===== src/hw/rtl/ckt_pkg.sv =====
// counted key table: shared types, sizes and helpers
// used by ckt_engine, counted_key_table and the bench; no dependencies
package ckt_pkg;

    localparam int CAPACITY = 256;
    localparam int IDX_W    = $clog2(CAPACITY);
    localparam int NUM_W    = $clog2(CAPACITY + 1);
    localparam int KEY_W    = 32;
    localparam int CNT_W    = 32;
    localparam int SUM_W    = 40;
    localparam int ENTRY_W  = KEY_W + CNT_W;
    localparam int IN_W     = 48;
    localparam int OUT_W    = 120;

    localparam logic [CNT_W-1:0] CNT_MAX = {CNT_W{1'b1}};
    localparam logic [SUM_W-1:0] SUM_MAX = {SUM_W{1'b1}};

    typedef enum logic [2:0] {
        OP_INSERT    = 3'd0,
        OP_ERASE_ONE = 3'd1,
        OP_ERASE_ALL = 3'd2,
        OP_COUNT     = 3'd3,
        OP_GET       = 3'd4
    } t_op;

    typedef enum logic [1:0] {
        ST_OK        = 2'd0,
        ST_FULL      = 2'd1,
        ST_NOT_FOUND = 2'd2,
        ST_BAD_POS   = 2'd3
    } t_status;

    typedef enum logic [2:0] {
        S_IDLE,
        S_SEARCH,
        S_SHIFT,
        S_GET_WAIT,
        S_DONE
    } t_state;

    typedef struct packed {
        logic [SUM_W-1:0] total_items;
        logic [NUM_W-1:0] distinct_entries;
        logic [KEY_W-1:0] key_out;
        logic [CNT_W-1:0] occurrences;
        logic             found;
        t_status          status;
    } t_result;

    function automatic logic [SUM_W-1:0] sum_inc(input logic [SUM_W-1:0] s);
        return (s == SUM_MAX) ? s : s + SUM_W'(1);
    endfunction

    function automatic logic [SUM_W-1:0] sum_sub(input logic [SUM_W-1:0] s,
                                                 input logic [CNT_W-1:0] n);
        logic [SUM_W-1:0] n_ext;
        n_ext = SUM_W'(n);
        return (s > n_ext) ? s - n_ext : '0;
    endfunction

endpackage


===== src/hw/rtl/ckt_engine.sv =====
// counted key table sequencer: linear search, update, shift-down and get
// over the entry ram; holds the entry count and occurrence total. uses ckt_pkg
module ckt_engine
    import ckt_pkg::*;
(
    input  logic               i_clk,
    input  logic               i_rst_n,
    input  logic               i_in_valid,
    output logic               o_in_ready,
    input  logic [2:0]         i_op,
    input  logic [KEY_W-1:0]   i_key,
    input  logic [7:0]         i_pos,
    output logic               o_we,
    output logic [IDX_W-1:0]   o_waddr,
    output logic [ENTRY_W-1:0] o_wdata,
    output logic [IDX_W-1:0]   o_raddr,
    input  logic [ENTRY_W-1:0] i_rdata,
    output logic               o_res_valid,
    input  logic               i_res_take,
    output t_result            o_res
);

    t_state           r_state, n_state;
    logic [2:0]       r_op, n_op;
    logic [KEY_W-1:0] r_key, n_key;
    logic [NUM_W-1:0] r_ia, n_ia;
    logic             r_pend, n_pend;
    logic [IDX_W-1:0] r_pidx, n_pidx;
    logic [NUM_W-1:0] r_total, n_total;
    logic [SUM_W-1:0] r_sum, n_sum;
    t_status          r_status, n_status;
    logic             r_found, n_found;
    logic [CNT_W-1:0] r_occ, n_occ;
    logic [KEY_W-1:0] r_kout, n_kout;

    logic [KEY_W-1:0] rd_key;
    logic [CNT_W-1:0] rd_cnt;
    logic             hit;
    logic             scan_end;

    assign rd_key   = i_rdata[ENTRY_W-1:CNT_W];
    assign rd_cnt   = i_rdata[CNT_W-1:0];
    // the one shared compare: stored key against the requested key
    assign hit      = r_pend && (rd_key == r_key);
    assign scan_end = !r_pend && (r_ia >= r_total);

    always_ff @(posedge i_clk) begin
        if (!i_rst_n) begin
            r_state <= S_IDLE;
            r_pend  <= 1'b0;
            r_total <= '0;
            r_sum   <= '0;
        end else begin
            r_state <= n_state;
            r_pend  <= n_pend;
            r_total <= n_total;
            r_sum   <= n_sum;
        end
    end

    always_ff @(posedge i_clk) begin
        r_op     <= n_op;
        r_key    <= n_key;
        r_ia     <= n_ia;
        r_pidx   <= n_pidx;
        r_status <= n_status;
        r_found  <= n_found;
        r_occ    <= n_occ;
        r_kout   <= n_kout;
    end

    always_comb begin
        n_state  = r_state;
        n_op     = r_op;
        n_key    = r_key;
        n_ia     = r_ia;
        n_pend   = r_pend;
        n_pidx   = r_pidx;
        n_total  = r_total;
        n_sum    = r_sum;
        n_status = r_status;
        n_found  = r_found;
        n_occ    = r_occ;
        n_kout   = r_kout;
        o_we     = 1'b0;
        o_waddr  = r_pidx;
        o_wdata  = i_rdata;
        o_raddr  = r_ia[IDX_W-1:0];

        unique case (r_state)
            S_IDLE: begin
                if (i_in_valid) begin
                    n_op     = i_op;
                    n_key    = i_key;
                    n_ia     = '0;
                    n_pend   = 1'b0;
                    n_status = ST_OK;
                    n_found  = 1'b0;
                    n_occ    = '0;
                    n_kout   = '0;
                    o_raddr  = i_pos[IDX_W-1:0];
                    priority if (i_op == OP_INSERT && r_total == NUM_W'(CAPACITY)) begin
                        n_status = ST_FULL;
                        n_state  = S_DONE;
                    end else if (i_op == OP_INSERT || i_op == OP_ERASE_ONE ||
                                 i_op == OP_ERASE_ALL || i_op == OP_COUNT) begin
                        n_state = S_SEARCH;
                    end else if (i_op == OP_GET) begin
                        if (NUM_W'(i_pos) >= r_total) begin
                            n_status = ST_BAD_POS;
                            n_state  = S_DONE;
                        end else begin
                            n_state = S_GET_WAIT;
                        end
                    end else begin
                        n_state = S_DONE;
                    end
                end
            end

            S_SEARCH: begin
                // one read issued per cycle, compared the cycle after
                if (r_ia < r_total) begin
                    n_ia   = r_ia + NUM_W'(1);
                    n_pend = 1'b1;
                    n_pidx = r_ia[IDX_W-1:0];
                end else begin
                    n_pend = 1'b0;
                end
                if (hit) begin
                    n_found = 1'b1;
                    n_pend  = 1'b0;
                    n_ia    = NUM_W'(r_pidx) + NUM_W'(1);
                    n_state = S_DONE;
                    o_waddr = r_pidx;
                    unique case (r_op)
                        OP_INSERT: begin
                            if (rd_cnt != CNT_MAX) begin
                                o_we    = 1'b1;
                                o_wdata = {rd_key, rd_cnt + CNT_W'(1)};
                                n_occ   = rd_cnt + CNT_W'(1);
                                n_sum   = sum_inc(r_sum);
                            end else begin
                                n_occ = rd_cnt;
                            end
                        end
                        OP_ERASE_ONE: begin
                            n_occ = CNT_W'(1);
                            n_sum = sum_sub(r_sum, CNT_W'(1));
                            if (rd_cnt > CNT_W'(1)) begin
                                o_we    = 1'b1;
                                o_wdata = {rd_key, rd_cnt - CNT_W'(1)};
                            end else begin
                                n_state = S_SHIFT;
                            end
                        end
                        OP_ERASE_ALL: begin
                            n_occ   = rd_cnt;
                            n_sum   = sum_sub(r_sum, rd_cnt);
                            n_state = S_SHIFT;
                        end
                        default: begin
                            n_occ = rd_cnt;
                        end
                    endcase
                end else if (scan_end) begin
                    n_state = S_DONE;
                    if (r_op == OP_INSERT) begin
                        // new key goes to the end of the table
                        o_we    = 1'b1;
                        o_waddr = r_total[IDX_W-1:0];
                        o_wdata = {r_key, CNT_W'(1)};
                        n_total = r_total + NUM_W'(1);
                        n_sum   = sum_inc(r_sum);
                        n_occ   = CNT_W'(1);
                    end else begin
                        n_status = ST_NOT_FOUND;
                    end
                end
            end

            S_SHIFT: begin
                // read entry i+1, write it to i the cycle after
                if (r_pend) begin
                    o_we    = 1'b1;
                    o_waddr = r_pidx - IDX_W'(1);
                    o_wdata = i_rdata;
                end
                if (r_ia < r_total) begin
                    n_ia   = r_ia + NUM_W'(1);
                    n_pend = 1'b1;
                    n_pidx = r_ia[IDX_W-1:0];
                end else begin
                    n_pend = 1'b0;
                end
                if (scan_end) begin
                    n_total = r_total - NUM_W'(1);
                    n_state = S_DONE;
                end
            end

            S_GET_WAIT: begin
                n_found = 1'b1;
                n_occ   = rd_cnt;
                n_kout  = rd_key;
                n_state = S_DONE;
            end

            S_DONE: begin
                if (i_res_take) begin
                    n_state = S_IDLE;
                end
            end

            default: begin
                n_state = S_IDLE;
            end
        endcase
    end

    assign o_in_ready  = (r_state == S_IDLE);
    assign o_res_valid = (r_state == S_DONE);

    always_comb begin
        o_res.status           = r_status;
        o_res.found            = r_found;
        o_res.occurrences      = r_occ;
        o_res.key_out          = r_kout;
        o_res.distinct_entries = r_total;
        o_res.total_items      = r_sum;
    end

endmodule


===== config.mk =====
export PLATFORM = sky130hd
export DESIGN_NAME = ckt_engine
export DESIGN_NICKNAME = d
export VERILOG_FILES = /design/src/hw/rtl/ckt_pkg.sv /design/src/hw/rtl/ckt_engine.sv
export SDC_FILE = /design/constraint.sdc
export NUM_CORES = 1
export LEC_CHECK = 0
export BUFFER_PORTS_ARGS = -buffer_cell sky130_fd_sc_hd__buf_4
export CAP_MARGIN = 20
export CORE_MARGIN = 2
export CORE_UTILIZATION = 40
export CTS_CLUSTER_SIZE = 40
export DETAILED_ROUTE_END_ITERATION = 8
export PLACE_DENSITY_LB_ADDON = 0.12
export SYNTH_ARGS = -nofsm -noshare
export SYNTH_HDL_FRONTEND = slang
export SYNTH_SLANG_ARGS = --single-unit

===== constraint.sdc =====
create_clock -name i_clk -period 5.23 [get_ports i_clk]
set_input_delay 0.523 -clock i_clk [delete_from_list [all_inputs] [get_ports i_clk]]
set_output_delay 0.523 -clock i_clk [all_outputs]
set_load 0.05 [all_outputs]

# After elaboration in Yosys (flattened, before gate mapping)
# Index checks and enable logic that the tools add are counted.
# Widths: inputs -> output; s select.
# word_totals
ff_bits	172
latch_bits	0
ram_bits	0
mem_bits_ro	0
input_bits	111
out_inout_bits	199
elab_cells	155
memories	0
# classes
addsub	10
multipliers	0
div	0
magnitude_cmp	6
eq_ne	25
shift	0
muxes	73
bitwise	0
reduce_logical	29
# ops
cell	n
$mux 40	7
$mux 64	4
$mux 32	7
$pmux 32 s2	3
$pmux 40 s3	1
$pmux 32 s3	1
$mux 9	7
$mux 8	6
$add 40x1->40 const B	1
$eq 40x40->1 const B	1
$gt 40x1->1 const B	1
$gt 40x32->1	1
$sub 40x1->40 const B	1
$sub 40x32->40	1
$add 32x1->32 const B	1
$eq 32x32->1	1
$gt 32x1->1 const B	1
$ne 32x32->1 const B	1
$sub 32x1->32 const B	1
$mux 3	9
$pmux 9 s3	1
$add 9x1->9 const B	2
$pmux 9 s2	1
$mux 2	8
other kinds (31)	75

# Logic depth before layout (Yosys ltp)
# depth
ltp_word	8
depth_mapped	16
mapped_depth_nobuf	13

# Worst setup path before layout
# Ideal clock, no wire load.
# synth_path
kind	register -> output
startpoint	register r_state[0]
endpoint	output o_raddr[0]
t_arrival_ns	4.177
required_ns	4.707
setup_slack_ns	0.530
path_stages_with_launch	6
path_buffers	2
path_cell_list	dfxtp_1 -> clkbuf_1 -> nor3_1 -> and2_1 -> clkbuf_1 -> o21ai_0
# synth_between
elab_chain_cells	2
# synth_lines
element	line	text
start, declared	ckt_engine.sv:23	t_state r_state, n_state;
start signal, assigned	ckt_engine.sv:54	r_state <= n_state;
$logic_not 3->1	--	
net o_in_ready	ckt_engine.sv:9	output logic o_in_ready,
$mux 8	ckt_engine.sv:90	unique case (r_state)
end, declared	ckt_engine.sv:16	output logic [IDX_W-1:0] o_raddr,
# The timed path passes the listed nets, and every way through them passes these cells.

# Final worst setup path
# layout_path
startpoint	register r_key[24]
endpoint	output o_wdata[11]
# layout_between
elab_chain_cells	4
# layout_lines
element	line	text
start, declared	ckt_engine.sv:25	logic [KEY_W-1:0] r_key, n_key;
start signal, assigned	ckt_engine.sv:63	r_key <= n_key;
$eq 32x32->1	ckt_engine.sv:44	assign hit = r_pend && (rd_key == r_key);
$logic_and 1x1->1	ckt_engine.sv:44	
$mux 64	ckt_engine.sv:130	if (hit) begin
$mux 64	--	
end, declared	ckt_engine.sv:15	output logic [ENTRY_W-1:0] o_wdata,
# No other way between the ends.

==> results.json <==
{
  "status": "finished clean",
  "fillers": 3835,
  "final_cell_area_mm2": 0.0186,
  "placed_area_mm2": 0.0179,
  "hold_violations": 0,
  "tightest_slew_ns": 1.04,
  "worstPathRequired_ns": 4.71,
  "grt_setup_unrepaired": "no",
  "max_stage_delay_ns": 0.61,
  "cts_setup_buffers": 0,
  "cp-end-kind": "output pin",
  "drt_iter0_markers": 1762,
  "h-tree-depth": 4,
  "root_buffer": "clkbuf_16",
  "antenna_found_initial": 0,
  "dp_hpwl_um": 46500,
  "cts_tree": "built",
  "final_common_cell": "buf_4",
  "vias": 16500,
  "gp_routability_congestion": 0.943,
  "slew_headroom": 0.305,
  "core_region_area_mm2": 0.0377,
  "fin_worst_skew_ns": 0.0148,
  "chipHeight_um": 200,
  "multi_input_area_mm2": 0.00980,
  "grt_usage": 0.308,
  "drc": 0,
  "dr.pass1.iters": 6,
  "layout-drive-gt1-share": 0.197,
  "fin_setup_tns_ns": 0,
  "cap_violations": 0,
  "period_needed_ns": 4.59,
  "syn2layout_area_growth_pct": 21.2,
  "fmax_ghz": 0.218,
  "synth_cells": 1967,
  "cp.arrival_ns": 4.07,
  "grt_use_met3": 0.0474,
  "final_cells": 2715,
  "netlist_top_cells_area": "edfxtp_1, dfxtp_1, nand2_1, ha_1, a21oi_1",
  "irDropWorstVdd_mv": 0.246,
  "postRouteWirelength_um": 61500,
  "die_w_um": 200,
  "clock_latency_ns": 0.47,
  "numPortBuffers": 309,
  "critPathLaunchType": "register",
  "crit_type": "reg2out",
  "yosys.area.top_type": "edfxtp_1",
  "grt_first_pass_wirelength_um": 93600,
  "ys_ff_latch": 172,
  "synthArstFlopShare": 0,
  "synth_edf_count": 119,
  "cts_buffers": 17,
  "ant_nets": 0,
  "p_leak_nw": 7.61,
  "post_cts_resized": 0,
  "finalSetupViolCount": 0,
  "hp-class": "in2reg",
  "synth_flop_cell": "edfxtp_1",
  "synth_top_area_share": 0.233,
  "wl_per_cell_um": 22.6,
  "syn_area_per_cell_um2": 7.78,
  "overflow": 0,
  "cp_max_fo": 15,
  "syn-num-nets": 2145,
  "final_max_slew_viol_count": 0,
  "top_usage_layer": "met2",
  "slowest_stage": "nor4_1",
  "synth_area_mm2": 0.0153,
  "clockBufferDepth": 2,
  "initial_core_util": 0.406,
  "grt_start_max_net_pins": 74,
  "rows": 71,
  "final_cell_mix": "buf_4, nand2_1, a21oi_1",
  "fp.dieArea_mm2": 0.0398,
  "via_per_inst": 6.09,
  "ys_seq_area_frac": 0.303,
  "period_share": 0.878,
  "clk_pin_slew_ns": 0.08,
  "grt_pass1_vias": 15500,
  "synth_warnings": 0,
  "pwr_density_cell_mw_per_mm2": 234,
  "cts.sinks": 172,
  "yosysUniqueCellTypes": 93,
  "ios": 310,
  "cts_hold_buf": 0,
  "num-nets-final": 2369,
  "antennaDiodeCount": 0,
  "placedCellCount": 2683,
  "use_met2": 0.483,
  "use_met1": 0.421,
  "worstPathCellList": "xor2_1, nor4_1, nand3_1, nor2_1, nand2_1, o311ai_0, buf_4",
  "seq_area_mm2": 0.00464
}
## state kept, by name (all words and copies together), names as in the netlist, 8 cells and up
name     count
r_sum       40
r_pidx       8
r_occ       32
r_key       32
r_kout      32
r_total      9
r_ia         9
## cells by family after synthesis
logic type / after synthesis / synth area share
muxes: 18 / 0.0125
xor gates and xnor gates: 113 / 0.0647
buffers and inverters: 210 / 0.0575
adders and majority gates: 67 / 0.0557
AOI/OAI and AO/OA: 537 / 0.224
DFF: 172 / 0.303
and+or+nand+nor: 850 / 0.283
## worst max-delay path, delay by kind of cell (launching register included)
family | cells | cell delay, ns
AND/OR/NAND/NOR | 4 | 2.18
AO/OA/AOI/OAI | 1 | 0.56
XOR/XNOR | 1 | 0.17
buffers and inverters | 1 | 0.28
flip-flops | 1 | 0.41
## cells in the mapped netlist (9+ instances only)
| library cell | number |
|---|---|
| nand2_1 | 272 |
| a21oi_1 | 149 |
| nor2_1 | 132 |
| o21ai_0 | 127 |
| edfxtp_1 | 119 |
| clkbuf_1 | 92 |
| nand3_1 | 88 |
| xnor2_1 | 71 |
| nor3_1 | 70 |
| inv_1 | 67 |
| ha_1 | 65 |
| and3_1 | 61 |
| dfxtp_1 | 53 |
| nand4_1 | 50 |
| xor2_1 | 42 |
| buf_2 | 37 |
| a31oi_1 | 31 |
| nor4_1 | 31 |
| and2_1 | 30 |
| o22ai_1 | 29 |
| a21o_1 | 27 |
| or3_1 | 24 |
| o31ai_1 | 20 |
| a211oi_1 | 19 |
| and4_1 | 17 |
| or4_1 | 12 |
| a221oi_1 | 11 |
| o211ai_1 | 10 |
| mux2_2 | 9 |
| mux2i_1 | 9 |
| nand2b_1 | 9 |
| nor2b_1 | 9 |
| o21bai_1 | 9 |
## power breakdown
part           leakage [nW]  switching [mW]  internal [mW]  total (mW)
registers              1.60          0.0827           1.59        1.67
logic                  5.70           0.880          0.380        1.26
clock network         0.302           0.673          0.733        1.41
## routing by layer
layer  vias up  routed length [µm]
met5         -                   0
li1       7739                   -
met3       122                4790
met2       809               27800
met4         0                2480
met1      7873               26400
## final timing paths
kind                                start                       to  slack [ns]  depth (start not counted)
setup / recovery      r_key[24]$_DFFE_PP_              o_wdata[11]        0.64                          7
hold / removal                  i_key[31]      r_key[31]$_DFFE_PP_        0.22                          1
setup reg to reg  r_total[4]$_SDFFE_PN0P_   r_sum[39]$_SDFFE_PN0P_        1.40                         11
hold reg to reg   r_total[8]$_SDFFE_PN0P_  r_total[8]$_SDFFE_PN0P_        0.52                          2
## area by class of cell
cell class	instances	area share
multi-input cells	1585	0.528
clock inverters	15	0.0104
inverters	69	0.0140
clock buffers	17	0.0229
repair buffers	346	0.140
well taps	511	0.0345
flip-flops and latches	172	0.250
## through the flow
stage | hold slack, ns | utilization | worst slack [ns] | total power [mW]
global route | 0.204 | 0.493 | 0.434 | 4.49
detailed placement | 0.519 | 0.476 | 0.918 | 2.95
floorplan | 0.472 | - | 0.530 | 2.50
CTS | 0.204 | 0.493 | 0.666 | 4.36
finish | 0.224 | 0.493 | 0.637 | 4.34
global placement | 0.504 | 0.476 | 0.965 | 2.95
No activity file was read; power rests on OpenSTA's default activity.
